<file path="config.mk">
export PLATFORM = sky130hd
export DESIGN_NAME = ffpu_divider
export DESIGN_NICKNAME = d
export VERILOG_FILES = /design/src/hdl/fern_forest_posterior_update_core_macros.svh /design/src/hdl/ffpu_divider.sv
export SDC_FILE = /design/constraint.sdc
export NUM_CORES = 1
export LEC_CHECK = 0
export BUFFER_PORTS_ARGS = -buffer_cell sky130_fd_sc_hd__buf_2
export CORE_MARGIN = 2
export CORE_UTILIZATION = 45
export CTS_BUF_LIST = sky130_fd_sc_hd__clkbuf_8
export DETAILED_ROUTE_END_ITERATION = 10
export PLACE_DENSITY_LB_ADDON = 0.3
export SLEW_MARGIN = 25
export SYNTH_ARGS = -nofsm -noshare
export SYNTH_HDL_FRONTEND = slang
export SYNTH_SLANG_ARGS = --single-unit
export TNS_END_PERCENT = 50
</file>
<file path="constraint.sdc">
create_clock -name clock -period 12.85 [get_ports clock]
set_clock_uncertainty 0.1 [all_clocks]
set_input_delay 2.57 -clock clock [delete_from_list [all_inputs] [get_ports clock]]
set_output_delay 2.57 -clock clock [all_outputs]
set_load 0.005 [all_outputs]
</file>
<file path="src/hdl/fern_forest_posterior_update_core_macros.svh">
// Assertion macros for the fern forest core
`ifndef FERN_FOREST_POSTERIOR_UPDATE_CORE_MACROS_SVH
`define FERN_FOREST_POSTERIOR_UPDATE_CORE_MACROS_SVH
`ifndef NO_ASSERTIONS
`define FF_ASSERT_IMPL(label, clk, rst, ante, cons, msg) \
   label: assert property (@(posedge clk) disable iff (rst) (ante) |-> (cons)) else $error(msg);
`define FF_ASSERT_NEXT(label, clk, rst, ante, cons, msg) \
   label: assert property (@(posedge clk) disable iff (rst) (ante) |=> (cons)) else $error(msg);
`else
`define FF_ASSERT_IMPL(label, clk, rst, ante, cons, msg)
`define FF_ASSERT_NEXT(label, clk, rst, ante, cons, msg)
`endif
`endif

</file>
<file path="src/hdl/ffpu_divider.sv">
// Restoring divider for the posterior weight, one quotient bit per cycle
`timescale 1ns / 1ps
module ffpu_divider #(
   parameter int COUNT_BITS = 16,
   parameter int WEIGHT_FRAC_BITS = 16
) (
   input  logic                          clock,
   input  logic                          reset,
   input  logic                          start,
   input  logic [COUNT_BITS-1:0]         pos,
   input  logic [COUNT_BITS-1:0]         neg,
   output logic                          done,
   output logic [WEIGHT_FRAC_BITS:0]     quotient
);
   localparam int QB = WEIGHT_FRAC_BITS + 1;
   localparam int RB = COUNT_BITS + 2;
   localparam int CB = $clog2(QB + 1);

   logic [RB-1:0]  rem_ff, rem_in, trial;
   logic [RB-1:0]  den_ff, den_in;
   logic [QB-1:0]  quo_ff, quo_in;
   logic [CB-1:0]  cnt_ff, cnt_in;
   logic           busy_ff, busy_in, done_ff, done_in;

   // quotient of pos*2^F/(pos+neg) fits F+1 bits since pos <= total
   always_comb begin
      rem_in = rem_ff; den_in = den_ff; quo_in = quo_ff;
      cnt_in = cnt_ff; busy_in = busy_ff; done_in = 1'b0;
      trial = '0;
      if (start) begin
         rem_in = {2'b00, pos};
         den_in = RB'({1'b0, pos}) + RB'({1'b0, neg});
         quo_in = '0;
         cnt_in = CB'(QB);
         busy_in = (pos != '0);
         done_in = (pos == '0);
      end else if (busy_ff) begin
         // first step compares pos itself, then shift in zeros
         trial = (cnt_ff == CB'(QB)) ? rem_ff : {rem_ff[RB-2:0], 1'b0};
         if (trial >= den_ff) begin
            rem_in = trial - den_ff;
            quo_in = {quo_ff[QB-2:0], 1'b1};
         end else begin
            rem_in = trial;
            quo_in = {quo_ff[QB-2:0], 1'b0};
         end
         cnt_in = cnt_ff - 1'b1;
         if (cnt_ff == CB'(1)) begin
            busy_in = 1'b0;
            done_in = 1'b1;
         end
      end
   end

   always_ff @(posedge clock) begin
      rem_ff <= rem_in; den_ff <= den_in; quo_ff <= quo_in; cnt_ff <= cnt_in;
      if (reset) begin
         busy_ff <= 1'b0;
         done_ff <= 1'b0;
      end else begin
         busy_ff <= busy_in;
         done_ff <= done_in;
      end
   end

   assign done = done_ff;
   assign quotient = quo_ff;
endmodule

</file>
-- After elaboration in Yosys (flattened, before gate mapping)
Cells that the tools add are included.
- register bits: 60
- input port bits: 35
- output and inout bits: 18
- logic and storage cells: 27
- add/sub/neg operators: 3
- $lt $le $gt $ge: 1
- equality and inequality tests: 2
- mux-type cells: 11
- reduce and logical (&&, ||, !) cells: 3
- operator list (operator ; count):
    two-way mux 18 bit ; 2
    two-way mux 16 bit ; 2
    >= comparator 18 bit ; 1
    subtractor 18 bit ; 1
    adder 16 x 16 -> 17 bit ; 1
    logical NOT 16 bit ; 1
    nonzero test 16 bit ; 1
    two-way mux 1 bit ; 7
    equality test 5 x 1 -> 1 bit, second input constant ; 1
    equality test 5 bit, second input constant ; 1
    subtractor 5 x 1 -> 5 bit, second input constant ; 1
    nonzero test 2 bit ; 1

-- Longest topological paths before layout
Gate-level depths: netlist of run 1.
- word-level depth: 6
- depth in mapped cells: 19

-- Worst setup path after synthesis of run 1
Ideal clock, no wire load.
- path type: input to register
- start point: input pos[3]
- end point: register den_ff[15] (data pin)
- library setup time: 0.258 ns
- arrival time: 4.087 ns
- setup slack: 8.406 ns
- stages on the path: 9
- buffers on the path: 0
- cells stage by stage: ha_1 -> a21o_1 -> a21oi_1 -> a21boi_0 -> a21oi_1 -> a21o_1 -> o21ai_0 -> a21oi_1 -> xnor2_1
- word-level cells in the longest chain between the ends: 1
- ends and longest elaborated chain (element ; RTL line ; RTL):
    from (decl) ; ffpu_divider.sv:10 ; input logic [COUNT_BITS-1:0] pos,
    adder 16 x 16 -> 17 bit ; ffpu_divider.sv:32 ; den_in = RB'({1'b0, pos}) + RB'({1'b0, neg});
    to (signal assigned) ; ffpu_divider.sv:56 ; rem_ff <= rem_in; den_ff <= den_in; quo_ff <= quo_in; cnt_ff <= cnt_in;
    to (decl) ; ffpu_divider.sv:20 ; logic [RB-1:0] den_ff, den_in;
Every way passes these cells.
A chain may end at the register's enable or synchronous reset.

-- Final worst setup path of run 1
- start point: input start
- end point: register done_ff (netlist: done)
- word-level cells in the longest chain between the ends: 1
- ends and longest elaborated chain (element ; RTL line ; RTL):
    from (decl) ; ffpu_divider.sv:9 ; input logic start,
    two-way mux 1 bit ; ffpu_divider.sv:30 ; if (start) begin
    to (signal assigned) ; ffpu_divider.sv:62 ; done_ff <= done_in;
    to (decl) ; ffpu_divider.sv:23 ; logic busy_ff, busy_in, done_ff, done_in;
Every way passes these cells.

==> results of run 1 <==
-- through the flow --
stage / area (sq um) / cells
after floorplan: 4180 / 444
after global placement: 4540 / 595
after detailed placement: 4540 / 595
after CTS: 4770 / 611
after global routing: 4770 / 611
final: 4770 / 611
-- worst max-delay path by stage --
stage          slack [ns]              endpoint  cells after the start
2_1_floorplan        8.41  den_ff[15]$_DFFE_PP_                      9
3_3_place_gp         7.30       done$_SDFF_PP0_                      8
3_5_place_dp         7.39       done$_SDFF_PP0_                      8
4_1_cts              7.74       done$_SDFF_PP0_                      8
5_1_grt              7.62       done$_SDFF_PP0_                      8
6_report             7.84       done$_SDFF_PP0_                      8
-- layout by cell type, fill, tap and decap left out, drive strengths merged, types with 6 or more instances in the layout --
cell	Yosys	routed
o21ai	18	18
inv	31	32
nor2b	6	6
nor4	6	6
nand2b	7	7
buf	6	56
a21oi	36	36
mux2i	23	23
nand2	29	29
mux2	18	18
ha	35	35
clkbuf	10	11
edfxtp	33	33
nor2	50	50
o21a	8	8
xnor2	24	24
dfxtp	26	26
o211ai	6	6
a21o	10	10
nand3	11	11
-- registers in the layout, indices dropped and copies added, names as in the netlist --
name	count
cnt_ff	5
busy_ff	1
den_ff	17
rem_ff	18
done	1
quotient	17
-- power groups by stage --
stage / clock network (mW) / registers (mW) / logic [mW]
4_1_cts: 0.195 / 0.262 / 0.571
6_report: 0.192 / 0.262 / 0.576
5_1_grt: 0.202 / 0.266 / 0.637
3_5_place_dp: 0 / 0.266 / 0.565
3_3_place_gp: 0 / 0.265 / 0.558
2_1_floorplan: 0 / 0.260 / 0.463
-- cells by family after synthesis --
| group | synth area share (%) |
|---|---|
| buffers and inverters | 4.46 |
| AOI/OAI and AO/OA | 17.2 |
| xor gates and xnor gates | 5.87 |
| adders and majority gates | 11.4 |
| and+or+nand+nor | 14.5 |
| DFF | 36.2 |
| muxes | 10.4 |
-- metal layers --
layer	up-vias	part of all wire, %	track usage [%]
li1	1704	-	-
met1	1505	48	26.2
met2	57	48	32.4
met3	13	2.9	2.44
met4	0	1.2	6.74
met5	-	0	0
-- final cells by class --
type,count,area share [%]
Multi-Input combinational cell,338,52.1
Sequential cell,59,31.7
Timing Repair Buffer,56,6.09
Clock buffer,11,3.17
Tap cell,111,2.91
Inverter,31,2.44
Clock inverter,5,1.63
-- worst reg2reg max path, cell delays in order (launching register included) --
cell,delay (ns)
dfxtp_1,0.40
ha_1,0.17
nand2b_1,0.08
nor3b_2,0.23
buf_4,0.31
mux2_2,0.42
fa_1,0.44
a21o_1,0.20
a221oi_2,0.33
o21ai_2,0.15
or4_4,0.55
a31o_1,0.24
buf_4,0.22
a21oi_1,0.15
a21oi_1,0.06
mux2_2,0.27
==> summary.txt, run 1 <==
Logic synthesis
  – Area share of the largest cell type after synthesis: 23.7%
  – #FFs+latches synth: 59
  – Top-count cell post-synth: nor2_1
  – Post-synth ARST share: 0%
  – Ys Warns: 0
  – Ranking of synthesized cells by area: edfxtp_1, dfxtp_1, ha_1
  – Synth Area per Inst: 9.41 sq um
  – Syn nets: 516
  – Synth Instances: 444
  – Top FF cell, synth: edfxtp_1
  – Library cells used by synthesis: 55
  – Mapped Area: 4180 sq um
  – Sequential fraction of the synthesis area: 36.2%
  – Post-synth EDFFs: 33
  – Yosys top cell by area: edfxtp_1
  – Top cells by count, synth: nor2_1, a21oi_1, ha_1

Cells and area
  – Layout cells sized above 1: 19.6%
  – Multi-input logic area: 2480 sq um
  – Area Overhead vs Synth: 14.2%
  – Reg area: 1510 sq um
  – Diodes inserted: 0
  – Fillers: 843
  – Post-layout util: 52.4%
  – Nets: 567

Worst setup path
  – Worst R2R End: rem_ff[0]$_DFFE_PP_
  – CP startpoint: start
  – Flop2flop setup slack: 8.31 ns
  – Arrival time at the worst endpoint: 5.18 ns
  – CP delay by family, top: simple AND/OR/NAND/NOR gates
  – CP Capture Type: flop
  – Critical path, cell by cell: buf_2 -> buf_4 -> inv_1 -> nor4_1 -> nand4_1 -> nor4_1 -> a21oi_1 -> nor2_1
  – Most used cell, CP: nor4_1
  – Crit path largest cell delay: 0.57 ns
  – Worst Path Required: 13.02 ns
  – Reg2Reg Depth: 15
  – Startpoint type of the worst setup path: primary input
  – CP max-delay cell: nor4_1
  – Reg-to-reg startpoint: cnt_ff[0]$_SDFFE_PP1P_
  – Max FO, Critical Path: 59
  – Worst path bufs/invs: 3
  – Setup CP Type: primary input to flop

Power and ir drop
  – Seq pwr share: 25.5%
  – PwrDens: 216 nW/um^2
  – Comb power frac: 55.9%
  – Sw frac: 39.6%
  – Peak supply drop: 99.7 uV
  – Total power: 1.03 mW
  – Clock power share: 18.6%
  – Int Power: 621 uW
  – LEAKAGE: 2.10 nW
  – Net Switching: 408 uW

Floorplanning
  – Placeable Area: 9110 sq um
  – Die height: 100 microns
  – Initial cell density of the core: 45.9%
  – Rows: 35
  – Full die area: 10,100 sq um
  – Die Wd: 100 microns
  – Io pins: 53

Global routing
  – GRT Total Usage: 19.5%
  – First-pass GRT wire length: 15,600 microns
  – Largest net degree at the start of global routing: 60
  – Initial antenna violation count: 0
  – Vias in the first global route: 3,198
  – Grt ovf: 0

Timing
  – Slew @ Worst Pin: 0.740 ns
  – Max-slew headroom: 50.6%
  – Fin. Hold Viols: 0
  – Slew Viols, Final: 0
  – Final worst path period share: 39.0%
  – Setup violators final: 0
  – Setup TNS: 0 ns
  – Final Critical Period: 5.01 ns
  – Worst setup slack after layout: 7.84 ns
  – Fmax: 199 MHz
  – RSZ-0062 raised after global routing: false
  – Hold WS: 0.387 ns

Placed design
  – Post-Place Worst Slack: 7.39 ns
  – Routability cong.: 0.851
  – Post-DP HPWL: 7040 microns
  – PortBufs: 52

Clock tree
  – Post-CTS Setup Inserts: 0
  – Clock Tree Root: clkbuf_8
  – CTS tree: yes
  – CTS Buf Count: 9
  – Num Clock Sinks: 59
  – Clk pin slew, worst setup/hold paths: 0.07 ns
  – Worst skew pair latency: 0.34 ns
  – Post-CTS Resized: 0
  – CTS hold repair buffers: 0
  – H-tree depth: 3
  – Clock tree buffer depth: 2

Routing
  – Residual DRC: 0
  – Via-per-instance ratio: 5.37
  – Drt pass-1 iters: 4
  – Initial drt markers: 213
  – Final ANT Viol Nets: 0
  – DR vias: 3,279
  – Avg WL per Cell: 15.3 microns
  – Drt total wl: 9330 microns

Worst hold path
  – Hold EP: rem_ff[16]$_SDFFE_PP0P_
  – Min-Delay Path Depth: 2
  – Hold Path Class: flop to flop
  – Min-delay src: rem_ff[16]$_SDFFE_PP0P_

Flow run
  – # Max-Cap Violations: 0

Status
  – Outcome: complete, no violations
Note: power is estimated with default switching activity, not from simulation.
==> run 2, diff against run 1 <==
Settings changed: ABC_AREA from default to 1.
Clock period 12.85 ns to 5.3 ns, I/O delays scaled along.
==> summary.txt, run 2 <==
Worst setup path
  – Startpoint type of the worst setup path: flop
  – CP max-delay cell: nand3_2
  – Max FO, Critical Path: 32 (-46%)
  – Crit path largest cell delay: 0.45 ns (-0.12 ns)
  – Arrival time at the worst endpoint: 3.53 ns (-1.65 ns)
  – Worst Path Required: 5.28 ns (-7.74 ns)
  – CP Capture Type: flop
  – Setup CP Type: flop to flop
  – Most used cell, CP: nand2_1
  – Critical path, cell by cell: inv_1 -> ha_1 -> nand3_2 -> nor2_1 -> a21oi_1 -> ha_1 -> nand2_1 -> inv_2 -> nand2_1 -> nor3_2 -> nand4_4 -> nand2_4 -> nand2_1 -> nand3_1 -> nand2_1

Logic synthesis
  – Top-count cell post-synth: nand2_1
  – #FFs+latches synth: 59 (unchanged)
  – Synth Instances: 596 (+34%)
  – Mapped Area: 4390 sq um (+5.2%)
  – Ranking of synthesized cells by area: edfxtp_1, nand2_1, dfxtp_1
  – Top cells by count, synth: nand2_1, inv_1, a21oi_1
  – Post-synth ARST share: 0% (unchanged)
  – Synth Area per Inst: 7.37 sq um (-22%)
  – Syn nets: 668 (+29%)
  – Largest family of logic cells by synthesized area: simple AND/OR/NAND/NOR gates
  – Synth Area in Simple Gates: 29.2% (+15 points)
  – Synth Area in Adders: 10.9% (-0.56 points)
  – Ys Warns: 0 (unchanged)
  – Compound-Gate Fraction of Synth Area: 11.1% (-6.1 points)
  – Top FF cell, synth: edfxtp_1
  – Yosys top cell by area: edfxtp_1
  – Area share of the largest cell type after synthesis: 22.6% (-1.2 points)
  – Post-synth EDFFs: 33 (unchanged)
  – Synth Area in XOR/XNOR: 4.59% (-1.3 points)
  – Sequential fraction of the synthesis area: 34.4% (-1.8 points)
  – Library cells used by synthesis: 41 (-25%)
  – Mux contribution to synthesized area: 0.256% (-10 points)

Clock tree
  – Worst skew pair latency: 0.34 ns (about the same)
  – Post-CTS Resized: 0 (unchanged)
  – Num Clock Sinks: 59 (unchanged)
  – CTS hold repair buffers: 0 (unchanged)
  – CTS tree: yes
  – Clk pin slew, worst setup/hold paths: 0.07 ns (about the same)
  – Clock tree buffer depth: 2 (unchanged)
  – CTS Buf Count: 9 (unchanged)
  – Post-CTS Setup Inserts: 0 (unchanged)
  – Clock Tree Root: clkbuf_8
  – H-tree depth: 3 (unchanged)

Timing
  – Fin. Hold Viols: 0 (unchanged)
  – Slew @ Worst Pin: 0.628 ns (-0.112 ns)
  – Final worst path period share: 66.9%
  – Fmax: 282 MHz
  – RSZ-0062 raised after global routing: false
  – Hold WS: 0.360 ns (-0.0275 ns)
  – Setup violators final: 0 (unchanged)
  – Setup TNS: 0 ns (unchanged)
  – Slew Viols, Final: 0 (unchanged)
  – Max-slew headroom: 58.1% (+7.5 points)
  – Final Critical Period: 3.54 ns

Routing
  – DR vias: 4,070 (+24%)
  – Avg WL per Cell: 13.2 microns (-13%)
  – Residual DRC: 0 (unchanged)
  – Drt pass-1 iters: 5 (+1)
  – Initial drt markers: 210 (-1.4%)
  – Via-per-instance ratio: 5.18 (-3.5%)
  – Final ANT Viol Nets: 0 (unchanged)
  – Drt total wl: 10,400 microns (+11%)

Global routing
  – Grt ovf: 0 (unchanged)
  – Vias in the first global route: 3,726 (+17%)
  – Largest net degree at the start of global routing: 38 (-37%)
  – First-pass GRT wire length: 17,200 microns (+11%)
  – Initial antenna violation count: 0 (unchanged)
  – GRT Total Usage: 20.8% (+1.4 points)

Cells and area
  – Post-layout util: 51.7% (-0.66 points)
  – Nets: 720 (+27%)
  – Area Overhead vs Synth: 13.4%
  – Diodes inserted: 0 (unchanged)
  – Commonest non-fill, non-tap cell in the layout: nand2_1
  – Max reg flops: 18 (unchanged)
  – Layout cells sized above 1: 12.7% (-6.9 points)
  – Most flops, register: rem_ff
  – Most frequent cells in the layout: nand2_1, inv_1, buf_2

Placed design
  – Post-DP HPWL: 8300 microns (+18%)
  – Routability cong.: 0.930 (+9.3%)
  – PortBufs: 52 (unchanged)

Floorplanning
  – Initial cell density of the core: 45.6% (-0.28 points)
  – Die Wd: 103 microns (+2.5%)
  – Io pins: 53 (unchanged)
  – Full die area: 10,600 sq um (+5.0%)
  – Die height: 103 microns (+2.5%)
  – Placeable Area: 9640 sq um (+5.8%)
  – Rows: 36 (+2.9%)

Worst hold path
  – Hold Path Class: flop to flop

Status
  – Outcome: complete, no violations

Flow run
  – # Max-Cap Violations: 0 (unchanged)

Power and ir drop
  – LEAKAGE: 2.48 nW (+18%)
  – Peak supply drop: 178 uV (+78%)
  – PwrDens: 481 nW/um^2 (+120%)
[run 2: cell count changes after synthesis, moves of 8 or more]
| cell | previous run | this run |
|---|---|---|
| inv_1 | 31 | 91 |
| o21ai_0 | 12 | 20 |
| nand4_1 | 2 | 10 |
| nand3b_1 | 0 | 18 |
| nor2_1 | 50 | 33 |
| mux2i_1 | 23 | 0 |
| xnor2_1 | 24 | 11 |
| o22ai_1 | 2 | 16 |
| nand2_1 | 29 | 162 |
| mux2_2 | 17 | 1 |
| nand3_1 | 11 | 38 |
| xor2_1 | 4 | 12 |
[run 2: area by class of cell]
type                       instances  area, sq um
clock buffer                      10          138
tap                              133          166
fill                             924         4660
inverter                          95          357
timing repair buffer              53          268
multi-input combinational        430         2460
clock inverter                     6         80.1
sequential                        59         1510
[run 2: worst max-delay path, delay by kind of cell (launching register included)]
kind | cells | cell delay (ns)
flip-flops | 1 | 0.31
adder cells (fa/ha/maj) | 2 | 0.69
AND/OR/NAND/NOR | 10 | 1.94
AO/OA/AOI/OAI | 1 | 0.08
buffers and inverters | 2 | 0.16
[run 2: metrics by stage]
step	cells	power (mW)	area (sq um)	setup slack (ns)
after floorplan	596	1.67	4390	2.49
after global placement	770	1.91	4770	1.94
after detailed placement	770	1.93	4770	1.82
after CTS	786	2.38	4980	1.77
after global routing	786	2.60	4980	1.34
final	786	2.40	4980	1.76
[run 2: report_power, final]
part | leakage [nW] | internal [mW] | switching [mW] | total [mW]
logic | 1.82 | 0.472 | 0.848 | 1.32
registers | 0.540 | 0.595 | 0.0365 | 0.632
clock network | 0.118 | 0.274 | 0.170 | 0.444
total | 2.48 | 1.34 | 1.05 | 2.40
[run 2: logic make-up (layout without fill, tap and decap cells)]
logic type | Yosys count | in the layout
flops | 59 | 59
mux | 1 | 1
compound gates | 88 | 88
buf+inv | 107 | 164
simple gates | 281 | 281
fa+ha+maj | 37 | 37
xor+xnor | 23 | 23
[run 2: metal layers]
metal	wire length, microns	GRT usage, %
met1	4830	29.2
met2	4670	32.3
met3	600	2.51
met4	298	9.62
met5	0	0
[run 2: path summary, 6_finish.rpt]
kind | start | endpoint | slack, ns | cells after the start
setup / recovery | cnt_ff[1]$_SDFFE_PP0P_ | rem_ff[1]$_DFFE_PP_ | 1.76 | 15
hold / removal | rem_ff[16]$_SDFFE_PP0P_ | rem_ff[16]$_SDFFE_PP0P_ | 0.36 | 2
setup reg to reg | cnt_ff[1]$_SDFFE_PP0P_ | rem_ff[1]$_DFFE_PP_ | 1.76 | 15
hold reg to reg | rem_ff[16]$_SDFFE_PP0P_ | rem_ff[16]$_SDFFE_PP0P_ | 0.36 | 2
==> run 3, diff against run 2 <==
Clock period 5.3 ns to 3.45 ns, I/O delays scaled along.
==> summary.txt, run 3 (synthesis gave the netlist of run 2 again) <==
Worst setup path
  – Startpoint type of the worst setup path: flop
  – Setup CP Type: flop to flop
  – Worst Path Required: 3.55 ns (-1.73 ns)
  – Crit path largest cell delay: 0.33 ns (-0.12 ns)
  – Critical path, cell by cell: inv_1 -> ha_2 -> nand3_4 -> buf_4 -> a21oi_1 -> ha_1 -> nand2_1 -> nand2_1 -> a21oi_1 -> nand2_1 -> nor2_2 -> nand2_2 -> nand2_4 -> nand2_8 -> nand2_1 -> nand3_1 -> nand2_1
  – CP Capture Type: flop
  – CP max-delay cell: ha_1
  – CP delay by family, top: simple AND/OR/NAND/NOR gates
  – Max FO, Critical Path: 20 (-38%)
  – Arrival time at the worst endpoint: 3.20 ns (-0.33 ns)
  – Worst path bufs/invs: 2 (unchanged)
  – Flop2flop setup slack: 0.35 ns (-1.41 ns)
  – Most used cell, CP: nand2_1

Cells and area
  – Most frequent cells in the layout: nand2_1, inv_1, buf_2
  – Area Overhead vs Synth: 14.6%
  – Fillers: 994 (+7.6%)
  – Max reg flops: 18 (unchanged)
  – Design area: 5030 sq um (+1.0%)
  – Reg area: 1510 sq um (unchanged)
  – Layout cells sized above 1: 13.1% (+0.40 points)
  – Commonest non-fill, non-tap cell in the layout: nand2_1
  – Nets: 723 (+0.42%)
  – Most flops, register: rem_ff
  – Multi-input logic area: 2480 sq um (+0.76%)
  – Diodes inserted: 0 (unchanged)

Clock tree
  – Clk pin slew, worst setup/hold paths: 0.07 ns (about the same)
  – Clock tree buffer depth: 2 (unchanged)
  – CTS tree: yes
  – CTS hold repair buffers: 0 (unchanged)
  – Post-CTS Setup Inserts: 0 (unchanged)
  – Worst skew pair latency: 0.34 ns (about the same)
  – Num Clock Sinks: 59 (unchanged)
  – Post-CTS Resized: 0 (unchanged)
  – Clock Tree Root: clkbuf_8
  – H-tree depth: 3 (unchanged)
  – CTS Buf Count: 9 (unchanged)

Global routing
  – Initial antenna violation count: 0 (unchanged)
  – Largest net degree at the start of global routing: 34 (-11%)
  – First-pass GRT wire length: 17,400 microns (+0.84%)
  – GRT Total Usage: 21.0% (+0.15 points)
  – Vias in the first global route: 3,774 (+1.3%)
  – Grt ovf: 0 (unchanged)

Floorplanning
  – Die height: 103 microns (unchanged)
  – Full die area: 10,600 sq um (unchanged)
  – Initial cell density of the core: 45.6% (unchanged)
  – Placeable Area: 9640 sq um (unchanged)
  – Io pins: 53 (unchanged)
  – Rows: 36 (unchanged)
  – Die Wd: 103 microns (unchanged)

Flow run
  – # Max-Cap Violations: 0 (unchanged)

Routing
  – Residual DRC: 0 (unchanged)
  – Avg WL per Cell: 13.3 microns (+0.31%)
  – Drt pass-1 iters: 5 (unchanged)
  – Via-per-instance ratio: 5.12 (-1.2%)
  – Drt total wl: 10,500 microns (+0.69%)
  – Initial drt markers: 257 (+22%)
  – DR vias: 4,037 (-0.81%)
  – Final ANT Viol Nets: 0 (unchanged)

Power and ir drop
  – Peak supply drop: 269 uV (+51%)
  – LEAKAGE: 2.50 nW (+0.70%)
  – Net Switching: 1.62 mW (+54%)
  – PwrDens: 738 nW/um^2 (+54%)
  – Clock power share: 18.8% (+0.3 points)
  – Int Power: 2.10 mW (+56%)
  – Comb power frac: 55.0% (about the same)
  – Seq pwr share: 26.2% (-0.2 points)
  – Sw frac: 43.6% (-0.40 points)

Timing
  – Slew @ Worst Pin: 0.990 ns (+0.362 ns)
  – Final Critical Period: 3.10 ns (-0.441 ns)
  – Final worst path period share: 89.9% (+23 points)
  – Setup TNS: 0 ns (unchanged)
  – RSZ-0062 raised after global routing: false
  – Slew Viols, Final: 0 (unchanged)
  – Fin. Hold Viols: 0 (unchanged)
  – Setup violators final: 0 (unchanged)
  – Max-slew headroom: 33.6% (-25 points)
  – Fmax: 322 MHz (+14%)

Placed design
  – Post-DP HPWL: 8430 microns (+1.6%)
  – PortBufs: 52 (unchanged)
  – Routability cong.: 0.860 (-7.6%)
  – Placed inst area: 4790 sq um (+0.47%)

Status
  – Outcome: complete, no violations

Worst hold path
  – Hold Path Class: flop to flop
-- run 3: changes by cell type in the layout (fill, tap and decap cells not counted), sizes merged --
cell    before  now
clkbuf      10   11
inv         96   95
buf         53   56
-- run 3: stage by stage --
| stage | util [%] | instances | setup WS [ns] | hold WS, ns | total power, mW |
|---|---|---|---|---|---|
| after floorplan | - | 596 | 0.645 | 0.326 | 2.57 |
| after global placement | 49.7 | 773 | 0.225 | 0.342 | 2.96 |
| after detailed placement | 49.7 | 773 | 0.190 | 0.341 | 2.97 |
| after CTS | 52.0 | 789 | 0.171 | 0.359 | 3.69 |
| after global routing | 52.2 | 789 | 0.0637 | 0.397 | 4.05 |
| final | 52.2 | 789 | 0.347 | 0.355 | 3.72 |
-- run 3: area by class of cell --
type,instances,share of cell area [%]
multi-input combinational,430,49.3
sequential,59,30.0
inverter,95,7.08
timing repair buffer,56,5.77
tap,133,3.31
clock buffer,11,3.01
clock inverter,5,1.49
-- run 3: path summary, 6_finish.rpt --
kind | from | depth (start not counted) | end
setup / recovery | cnt_ff[1]$_SDFFE_PP0P_ | 17 | rem_ff[6]$_DFFE_PP_
hold reg to reg | quotient[16]$_SDFFE_PP0P_ | 2 | quotient[16]$_SDFFE_PP0P_
setup reg to reg | cnt_ff[1]$_SDFFE_PP0P_ | 17 | rem_ff[6]$_DFFE_PP_
hold / removal | quotient[16]$_SDFFE_PP0P_ | 2 | quotient[16]$_SDFFE_PP0P_
-- run 3: power by group through the flow --
| stage | Clock (mW) | Combinational (mW) | Sequential, mW |
|---|---|---|---|
| CTS | 0.716 | 2.00 | 0.972 |
| global route | 0.745 | 2.32 | 0.987 |
| finish | 0.698 | 2.05 | 0.973 |
| detailed placement | 0 | 1.98 | 0.986 |
| floorplan | 0 | 1.60 | 0.965 |
| global placement | 0 | 1.97 | 0.982 |
-- run 3: worst reg2reg max path, cell delays in order, from the launching register on --
cell,delay [ns]
dfxtp_1,0.31
inv_1,0.10
ha_2,0.26
nand3_4,0.20
buf_4,0.23
a21oi_1,0.21
ha_1,0.33
nand2_1,0.09
nand2_1,0.08
a21oi_1,0.18
nand2_1,0.09
nor2_2,0.09
nand2_2,0.07
nand2_4,0.20
nand2_8,0.14
nand2_1,0.10
nand3_1,0.09
nand2_1,0.10
-- run 3: routing by layer --
| layer | global-route usage, % | up-vias | part of all wire (%) |
|---|---|---|---|
| met2 | 32.1 | 103 | 44 |
| met3 | 3.19 | 26 | 3.6 |
| met4 | 9.92 | 0 | 3.4 |
| met1 | 29.3 | 1824 | 49 |
| met5 | 0 | - | 0 |
| li1 | - | 2084 | - |
